### src/hdl/ibcs_pkg.sv
// Package for the southbridge configuration space block.
// Holds codes, variant helpers and the power-on table functions; no dependencies.
`timescale 1ns / 1ps
package ibcs_pkg;

  localparam int unsigned RegBytes = 256;
  localparam int unsigned AddrW    = 8;

  localparam logic [1:0] OP_READ  = 2'd0;
  localparam logic [1:0] OP_WRITE = 2'd1;
  localparam logic [1:0] OP_HRST  = 2'd2;

  localparam logic [1:0] VAR_FIRST = 2'd0;
  localparam logic [1:0] VAR_LATER = 2'd1;
  localparam logic [1:0] VAR_NOIDE = 2'd2;

  localparam logic [2:0] FN_BRIDGE = 3'd0;
  localparam logic [2:0] FN_IDE    = 3'd1;

  typedef enum logic [1:0] {
    ST_IDLE  = 2'd0,
    ST_CLEAR = 2'd1,
    ST_READ  = 2'd2,
    ST_SEND  = 2'd3
  } state_t;

  typedef struct packed {
    logic [1:0] op;
    logic [2:0] function_number;
    logic [7:0] reg_address;
    logic [7:0] write_data;
    logic       mouse_scan_in;
  } in_beat_t;

  typedef struct packed {
    logic [7:0]  read_data;
    logic        ide_primary_on;
    logic        ide_secondary_on;
    logic [15:0] bus_master_base;
    logic        bus_master_on;
    logic        route_valid;
    logic [2:0]  route_line;
    logic        route_disabled;
    logic [3:0]  route_irq;
    logic        dma_alias_on;
    logic        mouse_scan_out;
  } out_beat_t;

  // Controller to datapath commands.
  typedef struct packed {
    logic clr_step;   // write power-on value at clear address, advance
    logic clr_start;  // reset clear address
    logic capture;    // latch input beat, issue RAM reads
    logic execute;    // apply read data: write back, form result
  } dp_cmd_t;

  typedef struct packed {
    logic clr_done;
  } dp_sts_t;

  // Power-on value of a bridge byte for variant v.
  function automatic logic [7:0] bridge_init(input logic [1:0] v, input logic [7:0] a);
    logic later;
    logic nide;
    logic [7:0] r;
    later = (v == VAR_LATER);
    nide  = (v == VAR_NOIDE);
    unique case (a)
      8'h00: r = 8'h86;
      8'h01: r = 8'h80;
      8'h02: r = later ? 8'h00 : 8'h2e;
      8'h03: r = later ? 8'h70 : 8'h12;
      8'h04: r = nide ? 8'h06 : 8'h07;
      8'h06: r = 8'h80;
      8'h07: r = 8'h02;
      8'h08: r = nide ? 8'h02 : 8'h00;
      8'h0a: r = 8'h01;
      8'h0b: r = 8'h06;
      8'h0e: r = nide ? 8'h00 : 8'h80;
      8'h4c: r = 8'h4d;
      8'h4e: r = 8'h03;
      8'h60, 8'h61, 8'h62, 8'h63: r = 8'h80;
      8'h69: r = 8'h02;
      8'h70: r = 8'hc0;
      8'h71: r = later ? 8'h00 : 8'hc0;
      8'h76, 8'h77: r = 8'h0c;
      8'h78: r = 8'h02;
      8'ha0: r = 8'h08;
      8'ha8: r = 8'h0f;
      default: r = 8'h00;
    endcase
    return r;
  endfunction

  function automatic logic [7:0] ide_init(input logic [1:0] v, input logic [7:0] a);
    logic later;
    logic [7:0] r;
    later = (v == VAR_LATER);
    unique case (a)
      8'h00: r = 8'h86;
      8'h01: r = 8'h80;
      8'h02: r = later ? 8'h10 : 8'h30;
      8'h03: r = later ? 8'h70 : 8'h12;
      8'h04: r = 8'h03;
      8'h06: r = 8'h80;
      8'h07: r = 8'h02;
      8'h09: r = 8'h80;
      8'h0a: r = 8'h01;
      8'h0b: r = 8'h01;
      8'h20: r = 8'h01;
      default: r = 8'h00;
    endcase
    return r;
  endfunction

endpackage

### src/hdl/ibcs_if.sv
// Valid/ready channel interface carrying one payload beat.
// Payload type is given as a parameter; no package dependency.
`timescale 1ns / 1ps
interface ibcs_if #(parameter type payload_t = logic) ();
  logic     valid;
  logic     ready;
  payload_t payload;
  modport source (output valid, output payload, input ready);
  modport sink (input valid, input payload, output ready);
endinterface

### src/hdl/ibcs_ram.sv
// Generic single-port RAM with registered read.
// No dependencies.
`timescale 1ns / 1ps
module ibcs_ram #(
  parameter int unsigned WIDTH = 8,
  parameter int unsigned DEPTH = 256
) (
  input  logic                     clk,
  input  logic                     we,
  input  logic [$clog2(DEPTH)-1:0] addr,
  input  logic [WIDTH-1:0]         wdata,
  output logic [WIDTH-1:0]         rdata
);
  logic [WIDTH-1:0] mem [DEPTH];

  always_ff @(posedge clk) begin
    if (we) begin
      mem[addr] <= wdata;
    end
    rdata <= mem[addr];
  end
endmodule

### src/hdl/ibcs_ctrl.sv
// Controller state machine for the configuration space block.
// Depends on ibcs_pkg.
`timescale 1ns / 1ps
module ibcs_ctrl (
  input  logic              clk,
  input  logic              rst_n,
  input  logic              in_valid,
  input  logic              in_is_hrst,
  output logic              in_ready,
  output logic              out_valid,
  input  logic              out_ready,
  output ibcs_pkg::dp_cmd_t cmd,
  input  ibcs_pkg::dp_sts_t sts
);
  ibcs_pkg::state_t state_r, state_nxt;
  logic             pend_r, pend_nxt;  // hard reset owes a result after clearing

  always_ff @(posedge clk) begin
    if (!rst_n) begin
      state_r <= ibcs_pkg::ST_CLEAR;
      pend_r  <= 1'b0;
    end else begin
      state_r <= state_nxt;
      pend_r  <= pend_nxt;
    end
  end

  always_comb begin
    state_nxt = state_r;
    pend_nxt  = pend_r;
    cmd       = '0;
    in_ready  = 1'b0;
    out_valid = 1'b0;
    unique case (state_r)
      ibcs_pkg::ST_IDLE: begin
        in_ready = 1'b1;
        if (in_valid) begin
          cmd.capture = 1'b1;
          if (in_is_hrst) begin
            cmd.clr_start = 1'b1;
            pend_nxt      = 1'b1;
            state_nxt     = ibcs_pkg::ST_CLEAR;
          end else begin
            state_nxt = ibcs_pkg::ST_READ;
          end
        end
      end
      ibcs_pkg::ST_CLEAR: begin
        cmd.clr_step = 1'b1;
        if (sts.clr_done) begin
          if (pend_r) begin
            cmd.execute = 1'b1;
            pend_nxt    = 1'b0;
            state_nxt   = ibcs_pkg::ST_SEND;
          end else begin
            state_nxt = ibcs_pkg::ST_IDLE;
          end
        end
      end
      ibcs_pkg::ST_READ: begin
        cmd.execute = 1'b1;
        state_nxt   = ibcs_pkg::ST_SEND;
      end
      ibcs_pkg::ST_SEND: begin
        out_valid = 1'b1;
        if (out_ready) begin
          state_nxt = ibcs_pkg::ST_IDLE;
        end
      end
      default: state_nxt = ibcs_pkg::ST_IDLE;
    endcase
  end
endmodule

### src/hdl/ibcs_dp.sv
// Datapath: both register RAMs, write filters, read masks and result register.
// Depends on ibcs_pkg and ibcs_ram.
`timescale 1ns / 1ps
module ibcs_dp #(
  parameter int unsigned REG_BYTES = ibcs_pkg::RegBytes
) (
  input  logic                clk,
  input  logic                rst_n,
  input  logic [1:0]          chip_variant,
  input  ibcs_pkg::in_beat_t  in_beat,
  input  ibcs_pkg::dp_cmd_t   cmd,
  output ibcs_pkg::dp_sts_t   sts,
  output ibcs_pkg::out_beat_t out_beat
);
  localparam int unsigned AW = $clog2(REG_BYTES);

  ibcs_pkg::in_beat_t     beat_r;
  logic [AW-1:0]          clr_r, clr_nxt;
  logic                   alias_r, mouse_r;
  logic                   ide_en_r, pri_r, sec_r;
  logic [7:0]             bm_lo_r, bm_hi_r;
  ibcs_pkg::out_beat_t    res_r;

  logic                   b_we, d_we;
  logic [AW-1:0]          b_addr, d_addr;
  logic [7:0]             b_wd, d_wd, b_rd, d_rd;

  logic later, nide, ide_ok;
  logic [7:0] a, v, rd;
  logic       bw_en, dw_en, alias_nxt, mouse_nxt;
  logic [7:0] bw_val, dw_val;
  logic       rv;
  logic [2:0] rline;

  assign later  = (chip_variant == ibcs_pkg::VAR_LATER);
  assign nide   = (chip_variant == ibcs_pkg::VAR_NOIDE);
  assign a      = beat_r.reg_address;
  assign v      = beat_r.write_data;
  assign ide_ok = (beat_r.function_number == ibcs_pkg::FN_IDE) && !nide;

  ibcs_ram #(.WIDTH(8), .DEPTH(REG_BYTES)) u_bridge (
    .clk(clk), .we(b_we), .addr(b_addr), .wdata(b_wd), .rdata(b_rd)
  );
  ibcs_ram #(.WIDTH(8), .DEPTH(REG_BYTES)) u_ide (
    .clk(clk), .we(d_we), .addr(d_addr), .wdata(d_wd), .rdata(d_rd)
  );

  // Read masking and write filtering, computed from the RAM read data.
  always_comb begin
    rd        = 8'h00;
    bw_en     = 1'b0;
    bw_val    = v;
    dw_en     = 1'b0;
    dw_val    = v;
    alias_nxt = alias_r;
    mouse_nxt = mouse_r;
    rv        = 1'b0;
    rline     = 3'd0;
    if (beat_r.op == ibcs_pkg::OP_READ) begin
      if (beat_r.function_number == ibcs_pkg::FN_BRIDGE) begin
        if (a[7:2] == 6'h18) begin
          rd = b_rd & 8'h8F;
        end else begin
          unique case (a)
            8'h04: rd = (b_rd & 8'h80) | (nide ? 8'h0F : 8'h07);
            8'h05: rd = later ? (b_rd & 8'h01) : 8'h00;
            8'h06: rd = b_rd & 8'h80;
            8'h07: rd = later ? b_rd : (b_rd & (nide ? 8'h02 : 8'h3E));
            8'h4e: rd = (b_rd & 8'hEF) | {7'd0, beat_r.mouse_scan_in};
            8'h69: rd = b_rd & 8'hFE;
            8'h6a: rd = b_rd & (later ? 8'hD1 : 8'h07);
            8'h6b: rd = later ? (b_rd & 8'h80) : 8'h00;
            8'h70: rd = b_rd & (later ? 8'hEF : 8'hCF);
            8'h71: rd = later ? 8'h00 : (b_rd & 8'hCF);
            8'h76, 8'h77: rd = b_rd & (later ? 8'h87 : 8'h8F);
            8'h80: rd = later ? (b_rd & 8'h7F) : 8'h00;
            8'h82: rd = later ? (b_rd & 8'h0F) : 8'h00;
            8'ha0: rd = b_rd & 8'h1F;
            8'ha3: rd = later ? (b_rd & 8'h01) : 8'h00;
            8'ha7: rd = later ? b_rd : (b_rd & 8'hEF);
            8'hab: rd = later ? b_rd : (b_rd & 8'hFE);
            default: rd = b_rd;
          endcase
        end
      end else if (ide_ok) begin
        unique case (a)
          8'h04: rd = (d_rd & 8'h05) | 8'h02;
          8'h05: rd = 8'h00;
          8'h06: rd = 8'h80;
          8'h07: rd = d_rd & 8'h3E;
          8'h0d: rd = d_rd & 8'hF0;
          8'h20: rd = (d_rd & 8'hF0) | 8'h01;
          8'h22, 8'h23: rd = 8'h00;
          8'h41, 8'h43: rd = d_rd & (later ? 8'hF3 : 8'hB3);
          default: rd = d_rd;
        endcase
      end else begin
        rd = 8'hFF;
      end
    end else if (beat_r.op == ibcs_pkg::OP_WRITE) begin
      if (beat_r.function_number == ibcs_pkg::FN_BRIDGE) begin
        if (!(a >= 8'h0f && a < 8'h4c)) begin
          bw_en = 1'b1;
          unique case (a)
            8'h00, 8'h01, 8'h02, 8'h03, 8'h08, 8'h09, 8'h0a, 8'h0b, 8'h0e: bw_en = 1'b0;
            8'h4c: if (v != b_rd) alias_nxt = ~v[7];
            8'h4e: mouse_nxt = v[4];
            8'h60, 8'h61, 8'h62, 8'h63: begin
              rv    = 1'b1;
              rline = {1'b0, a[1:0]};
            end
            8'h6a: bw_val = later ? ((v & 8'hFD) | b_rd | 8'h02)
                                  : ((v & 8'hFC) | b_rd | 8'h03);
            8'h70: begin
              rv    = 1'b1;
              rline = 3'd4;
            end
            8'h71: if (chip_variant == ibcs_pkg::VAR_FIRST) begin
              rv    = 1'b1;
              rline = 3'd5;
            end
            default: ;
          endcase
        end
      end else if (ide_ok) begin
        unique case (a)
          8'h04: begin dw_en = 1'b1; dw_val = (v & 8'h05) | 8'h02; end
          8'h07: begin dw_en = 1'b1; dw_val = v & 8'h3E; end
          8'h0d, 8'h21, 8'h40, 8'h41, 8'h42, 8'h43: dw_en = 1'b1;
          8'h20: begin dw_en = 1'b1; dw_val = (v & 8'hF0) | 8'h01; end
          8'h44: dw_en = later;
          default: ;
        endcase
      end
    end
  end

  // RAM port steering: read address on capture, clearing sweep, or write-back on execute.
  always_comb begin
    b_addr = beat_r.reg_address[AW-1:0];
    d_addr = beat_r.reg_address[AW-1:0];
    b_wd   = bw_val;
    d_wd   = dw_val;
    b_we   = 1'b0;
    d_we   = 1'b0;
    clr_nxt = clr_r;
    if (cmd.capture) begin
      b_addr = in_beat.reg_address[AW-1:0];
      d_addr = in_beat.reg_address[AW-1:0];
    end
    if (cmd.clr_start) begin
      clr_nxt = '0;
    end else if (cmd.clr_step) begin
      b_addr  = clr_r;
      d_addr  = clr_r;
      b_wd    = ibcs_pkg::bridge_init(chip_variant, 8'(clr_r));
      d_wd    = ibcs_pkg::ide_init(chip_variant, 8'(clr_r));
      b_we    = 1'b1;
      d_we    = 1'b1;
      clr_nxt = clr_r + 1'b1;
    end else if (cmd.execute) begin
      b_we = bw_en;
      d_we = dw_en;
    end
  end

  assign sts.clr_done = (clr_r == AW'(REG_BYTES - 1));

  always_ff @(posedge clk) begin
    if (!rst_n) begin
      clr_r    <= '0;
      alias_r  <= 1'b1;
      mouse_r  <= 1'b0;
      ide_en_r <= 1'b1;
      pri_r    <= 1'b0;
      sec_r    <= 1'b0;
      bm_lo_r  <= 8'h01;
      bm_hi_r  <= 8'h00;
    end else begin
      clr_r <= clr_nxt;
      if (cmd.clr_step && sts.clr_done) begin
        ide_en_r <= 1'b1;
        pri_r    <= 1'b0;
        sec_r    <= 1'b0;
        bm_lo_r  <= 8'h01;
        bm_hi_r  <= 8'h00;
      end else if (cmd.execute && dw_en) begin
        if (a == 8'h04) ide_en_r <= dw_val[0];
        if (a == 8'h41) pri_r    <= dw_val[7];
        if (a == 8'h43) sec_r    <= dw_val[7];
        if (a == 8'h20) bm_lo_r  <= dw_val;
        if (a == 8'h21) bm_hi_r  <= dw_val;
      end
      if (cmd.execute) begin
        alias_r <= alias_nxt;
        mouse_r <= mouse_nxt;
      end
    end
  end

  // Result register; the IDE shadows are taken after this beat's write.
  always_ff @(posedge clk) begin
    if (cmd.capture) begin
      beat_r <= in_beat;
    end
    if (cmd.execute) begin
      logic en, p, s;
      logic [7:0] lo, hi;
      en = ide_en_r; p = pri_r; s = sec_r; lo = bm_lo_r; hi = bm_hi_r;
      if (beat_r.op == ibcs_pkg::OP_HRST) begin
        en = 1'b1; p = 1'b0; s = 1'b0; lo = 8'h01; hi = 8'h00;
      end else if (dw_en) begin
        if (a == 8'h04) en = dw_val[0];
        if (a == 8'h41) p  = dw_val[7];
        if (a == 8'h43) s  = dw_val[7];
        if (a == 8'h20) lo = dw_val;
        if (a == 8'h21) hi = dw_val;
      end
      res_r.read_data        <= rd;
      res_r.ide_primary_on   <= !nide && en && p;
      res_r.ide_secondary_on <= !nide && en && s;
      res_r.bus_master_base  <= nide ? 16'h0000 : {hi, lo[7:4], 4'h0};
      res_r.bus_master_on    <= !nide && en;
      res_r.route_valid      <= rv;
      res_r.route_line       <= rline;
      res_r.route_disabled   <= rv && v[7];
      res_r.route_irq        <= (rv && !v[7]) ? v[3:0] : 4'h0;
      res_r.dma_alias_on     <= alias_nxt;
      res_r.mouse_scan_out   <= mouse_nxt;
    end
  end

  assign out_beat = res_r;
endmodule

### src/hdl/isa_bridge_pci_config_space.sv
// Top level of the two-function southbridge configuration space.
// Depends on ibcs_pkg, ibcs_if, ibcs_ctrl, ibcs_dp and ibcs_ram.
//
//   Channel  Direction  Handshake      Content
//   in_      sink       valid/ready    op, function, address, write byte, mouse flag
//   out_     source     valid/ready    read byte and derived effects
//   cfg_     sink       write enable   chip variant
//
// A read or write is captured with its RAM reads issued, then executed on the
// read data; the result sits in the output register until it is taken. The
// single RAM port of each register file sets this sequence. After reset, and
// on every hard-reset access, a clearing sweep reloads all REG_BYTES bytes of
// the power-on tables one byte per cycle, while no input beat is accepted. A
// stall on the output holds the result and keeps the input side from accepting.
`timescale 1ns / 1ps
module isa_bridge_pci_config_space #(
  parameter int unsigned REG_BYTES = ibcs_pkg::RegBytes
) (
  input  logic       clk,
  input  logic       rst_n,
  input  logic       cfg_we,
  input  logic [1:0] cfg_wdata,
  ibcs_if.sink       in_ch,
  ibcs_if.source     out_ch
);
  logic [1:0]        variant_r;
  ibcs_pkg::dp_cmd_t cmd;
  ibcs_pkg::dp_sts_t sts;
  ibcs_pkg::in_beat_t in_beat;

  // The variant register; writing it does not reload the tables. The unused
  // code is kept as written: it behaves as the first generation everywhere
  // except that it never routes interrupt line 5, set through byte 0x71.
  always_ff @(posedge clk) begin
    if (!rst_n) begin
      variant_r <= ibcs_pkg::VAR_FIRST;
    end else if (cfg_we) begin
      variant_r <= cfg_wdata;
    end
  end

  assign in_beat = in_ch.payload;

  ibcs_ctrl u_ctrl (
    .clk        (clk),
    .rst_n      (rst_n),
    .in_valid   (in_ch.valid),
    .in_is_hrst (in_beat.op == ibcs_pkg::OP_HRST),
    .in_ready   (in_ch.ready),
    .out_valid  (out_ch.valid),
    .out_ready  (out_ch.ready),
    .cmd        (cmd),
    .sts        (sts)
  );

  ibcs_dp #(.REG_BYTES(REG_BYTES)) u_dp (
    .clk          (clk),
    .rst_n        (rst_n),
    .chip_variant (variant_r),
    .in_beat      (in_beat),
    .cmd          (cmd),
    .sts          (sts),
    .out_beat     (out_ch.payload)
  );
endmodule
### src/flat_wrapper.sv
// flat-port wrapper written by rule: the top's interface ports become plain ports
module isa_bridge_pci_config_space_flat 
#(
  parameter int unsigned REG_BYTES = ibcs_pkg::RegBytes
)
  (clk, rst_n, cfg_we, cfg_wdata, in_ch_valid, in_ch_payload, in_ch_ready, out_ch_valid, out_ch_payload, out_ch_ready);
  ibcs_if in_ch_i ();
  ibcs_if out_ch_i ();
  input  logic clk;
  input  logic rst_n;
  input  logic cfg_we;
  input  logic [1:0] cfg_wdata;
  input wire logic [$bits(in_ch_i.valid)-1:0] in_ch_valid;
  input wire logic [$bits(in_ch_i.payload)-1:0] in_ch_payload;
  output wire logic [$bits(in_ch_i.ready)-1:0] in_ch_ready;
  output wire logic [$bits(out_ch_i.valid)-1:0] out_ch_valid;
  output wire logic [$bits(out_ch_i.payload)-1:0] out_ch_payload;
  input wire logic [$bits(out_ch_i.ready)-1:0] out_ch_ready;
  assign in_ch_i.valid = in_ch_valid;
  assign in_ch_i.payload = in_ch_payload;
  assign in_ch_ready = in_ch_i.ready;
  assign out_ch_valid = out_ch_i.valid;
  assign out_ch_payload = out_ch_i.payload;
  assign out_ch_i.ready = out_ch_ready;
  isa_bridge_pci_config_space #(.REG_BYTES(REG_BYTES)) u_core (.clk(clk), .rst_n(rst_n), .cfg_we(cfg_we), .cfg_wdata(cfg_wdata), .in_ch(in_ch_i), .out_ch(out_ch_i));
endmodule
### config.mk
export PLATFORM = sky130hd
export DESIGN_NAME = isa_bridge_pci_config_space_flat
export DESIGN_NICKNAME = d
export VERILOG_FILES = /design/src/hdl/ibcs_pkg.sv /design/src/hdl/ibcs_if.sv /design/src/hdl/ibcs_ram.sv /design/src/hdl/ibcs_ctrl.sv /design/src/hdl/ibcs_dp.sv /design/src/hdl/isa_bridge_pci_config_space.sv /design/src/flat_wrapper.sv
export SDC_FILE = /design/constraint.sdc
export NUM_CORES = 1
export LEC_CHECK = 0
export ABC_AREA = 1
export ABC_CLOCK_PERIOD_IN_PS = 1600
export BUFFER_PORTS_ARGS = -buffer_cell sky130_fd_sc_hd__buf_4
export CAP_MARGIN = 40
export CELL_PAD_IN_SITES_DETAIL_PLACEMENT = 0
export CELL_PAD_IN_SITES_GLOBAL_PLACEMENT = 1
export CORE_MARGIN = 2
export CORE_UTILIZATION = 35
export CTS_CLUSTER_DIAMETER = 30
export CTS_CLUSTER_SIZE = 28
export DETAILED_ROUTE_END_ITERATION = 6
export PLACE_DENSITY = 0.85
export SETUP_SLACK_MARGIN = 0.4
export SYNTH_ARGS = -nofsm -noshare
export SYNTH_HDL_FRONTEND = slang
export SYNTH_SLANG_ARGS = --single-unit
### constraint.sdc
create_clock -name clk -period 1.6 [get_ports clk]
set_clock_uncertainty 0.15 [all_clocks]
set_input_delay 0.32 -clock clk [delete_from_list [all_inputs] [get_ports clk]]
set_output_delay 0.32 -clock clk [all_outputs]
set_load 0.03 [all_outputs]
==> results_dict.tcl <==
set metrics [dict create \
    yosysSeqAreaShare_pct 36.8 \
    crit_path_max_incr_delay_ns 0.39 \
    wl_um 1180 \
    slowest_stage "dfxtp_4" \
    place_inst 103 \
    hpwl_um 754 \
    diodes 0 \
    synth_top_family_by_area "simple AND/OR/NAND/NOR gates" \
    critPathCaptureType "output pin" \
    drive_gt1_share_pct 36.1 \
    use_met3_pct 3.75 \
    synthXorXnorAreaFrac_pct 0 \
    fillers 144 \
    syn_inst 83 \
    synth-simple-area-share_pct 43.2 \
    max-vdd-ir-drop_uv 548 \
    path_max_fanout 4 \
    gp_congestion 0.727 \
    hold_buffers 0 \
    syn_area_per_cell_um2 6.56 \
    final_nets 108 \
    muxShareOfSynthArea_pct 0 \
    route.detailed.drc 0 \
    finalSetupViolCount 0 \
    fp.coreArea_um2 1490 \
    initial_utilization_pct 36.6 \
    instances_no_fill 113 \
    pin_count 11 \
    syn_area_um2 544 \
    numCtsBuffers 3 \
    die-area_um2 1890 \
    drt_iter0_drc 13 \
    tritoncts "built" \
    grt_max_degree 9 \
    drv_cap 0 \
    clk-insertion-delay-late_ns 0.26 \
    ys_types 17 \
    fp.dieH_um 43.4 \
    grt_pass1_vias 464 \
    viasPerCell 4.71 \
    num_rows 14 \
    dpl_cell_area_um2 604 \
    cts_sinks 10 \
    path_buf_inv 2 \
    min_period_over_period_pct 84.7 \
    p_leak_nw 0.352 \
    wl_per_cell_um 10.4 \
    start_kind "register" \
    path_clk_slew_ns 0.06 \
    use_met1_pct 17.8 \
    power_density_nw_per_um2 635 \
    vias 532 \
    cts_root_buffer "clkbuf_4" \
    cp_cell_sequence "nand2_2 > inv_2 > buf_6" \
    fin_tns_setup_ns 0 \
    met2_usage_pct 23.0 \
    synth_compound_area_share_pct 5.98 \
    grt_pass1_wl_um 1980 \
    max_clock_freq_mhz 738 \
    worstPathRequired_ns 1.13 \
    cts.htree.levels 1 \
    ant_nets 0 \
    antenna_found_initial 0 \
    run_status "complete, no violations" \
    yosys_warnings 0 \
    port_buffers 5 \
    critPathTopFamily "flip-flops" \
    fin_crit_ns 1.36 \
    cp_data_arrival_time_ns 0.89 \
    crit_type "register to output pin" \
    busiest_layer "met2" \
    area_delta_synth_final_pct 36.8 \
    drtPass1Iterations 4 \
    rsz0062_at_grt "yes" \
    die_w_um 43.4 \
    ys_seq_elements 10 \
    grtUsageTotal_pct 14.4 \
    hold_viol_final 0 \
    design_area_um2 744 \
    final_core_util_pct 50.0 \
    worst_hold_path_type "input port to register" \
    synth_fp_nets 92 \
    overflow 0 \
    cts_max_path_buffers 2 \
    maxSlewViolCount 0 \
    synth-adder-area-share_pct 2.30 \
]
synthesized netlist by cell type (all sizes together):
master,instances,area (µm²)
o21bai,1,7.51
buf,1,7.51
ha,1,12.5
nand4,1,6.26
a21oi,2,10.0
conb,1,3.75
inv,14,52.6
o21ai,3,15.0
nor3,2,10.0
nor2,17,83.8
nand3,6,45.0
nand2,24,90.1
dfxtp,10,200
layout by cell type (no fill, tap or decap), drive strengths merged, types with 2 or more instances in the layout:
cell type / Yosys / layout
o21ai: 3 / 3
clkbuf: 0 / 3
nand2: 24 / 24
a21oi: 2 / 2
buf: 1 / 12
nor2: 17 / 17
inv: 14 / 14
dfxtp: 10 / 10
nor3: 2 / 2
nand3: 6 / 6
area by class of cell:
class / instances / area (µm²) / area share (%)
timing repair buffer: 12 / 101 / 13.6
clock buffer: 3 / 22.5 / 3.03
tap: 16 / 20.0 / 2.69
multi-input combinational: 58 / 328 / 44.0
sequential: 10 / 215 / 28.9
inverter: 14 / 57.6 / 7.73
worst register-to-register path: cells and delay by family (launching register included):
family / cells / cell delay, ns
buf+inv: 3 / 0.25
flops: 1 / 0.36
simple gates: 5 / 0.45
sequential cells by signal, summed over array words and instances, names as in the netlist:
signal and cells:
u_core.u_ctrl.state_r 2, u_core.u_dp.clr_r 8
per-stage QoR:
stage | setup slack [ns] | total power, mW | hold WS, ns
after detailed placement | 0.329 | 0.298 | 0.339
after global placement | 0.346 | 0.298 | 0.323
after global routing | 0.216 | 0.500 | 0.159
after CTS | 0.256 | 0.472 | 0.157
final | 0.245 | 0.473 | 0.163
after floorplan | 0.415 | 0.288 | 0.254
metal layers:
metal	vias to the layer above	part of all wire (%)
met3	2	3.2
met2	9	49
met1	240	46
met4	0	1.4
li1	281	-
met5	-	0
logic make-up after synthesis:
family	count (synthesis)
other cells	1
buf+inv	15
simple gates	50
compound gates	6
fa+ha+maj	1
flops	10
repair_timing:
item / in CTS / in global routing
resized for setup: 9 / 10
endpoints found under the setup margin: 5 / 9
setup buffers: 4 / 3
pin swaps: 4 / 10
where the power goes:
part | switching (mW) | internal [mW] | leakage [nW]
combinational | 0.0215 | 0.0195 | 0.256
sequential | 0.00861 | 0.252 | 0.0830
clock | 0.0847 | 0.0869 | 0.0138
total | 0.115 | 0.358 | 0.352
worst paths after layout:
| path | from | to | slack (ns) | depth (start not counted) |
|---|---|---|---|---|
| setup / recovery | u_core.u_ctrl.state_r[0] | out_ch_valid | 0.24 | 3 |
| hold / removal | rst_n | u_core.u_ctrl.state_r[0] | 0.16 | 2 |
| setup reg to reg | u_core.u_ctrl.state_r[1] | u_core.u_dp.clr_r[7] | 0.34 | 8 |
| hold reg to reg | u_core.u_dp.clr_r[3] | u_core.u_dp.clr_r[3] | 0.36 | 1 |
Note: power is estimated with default switching activity, not from simulation.
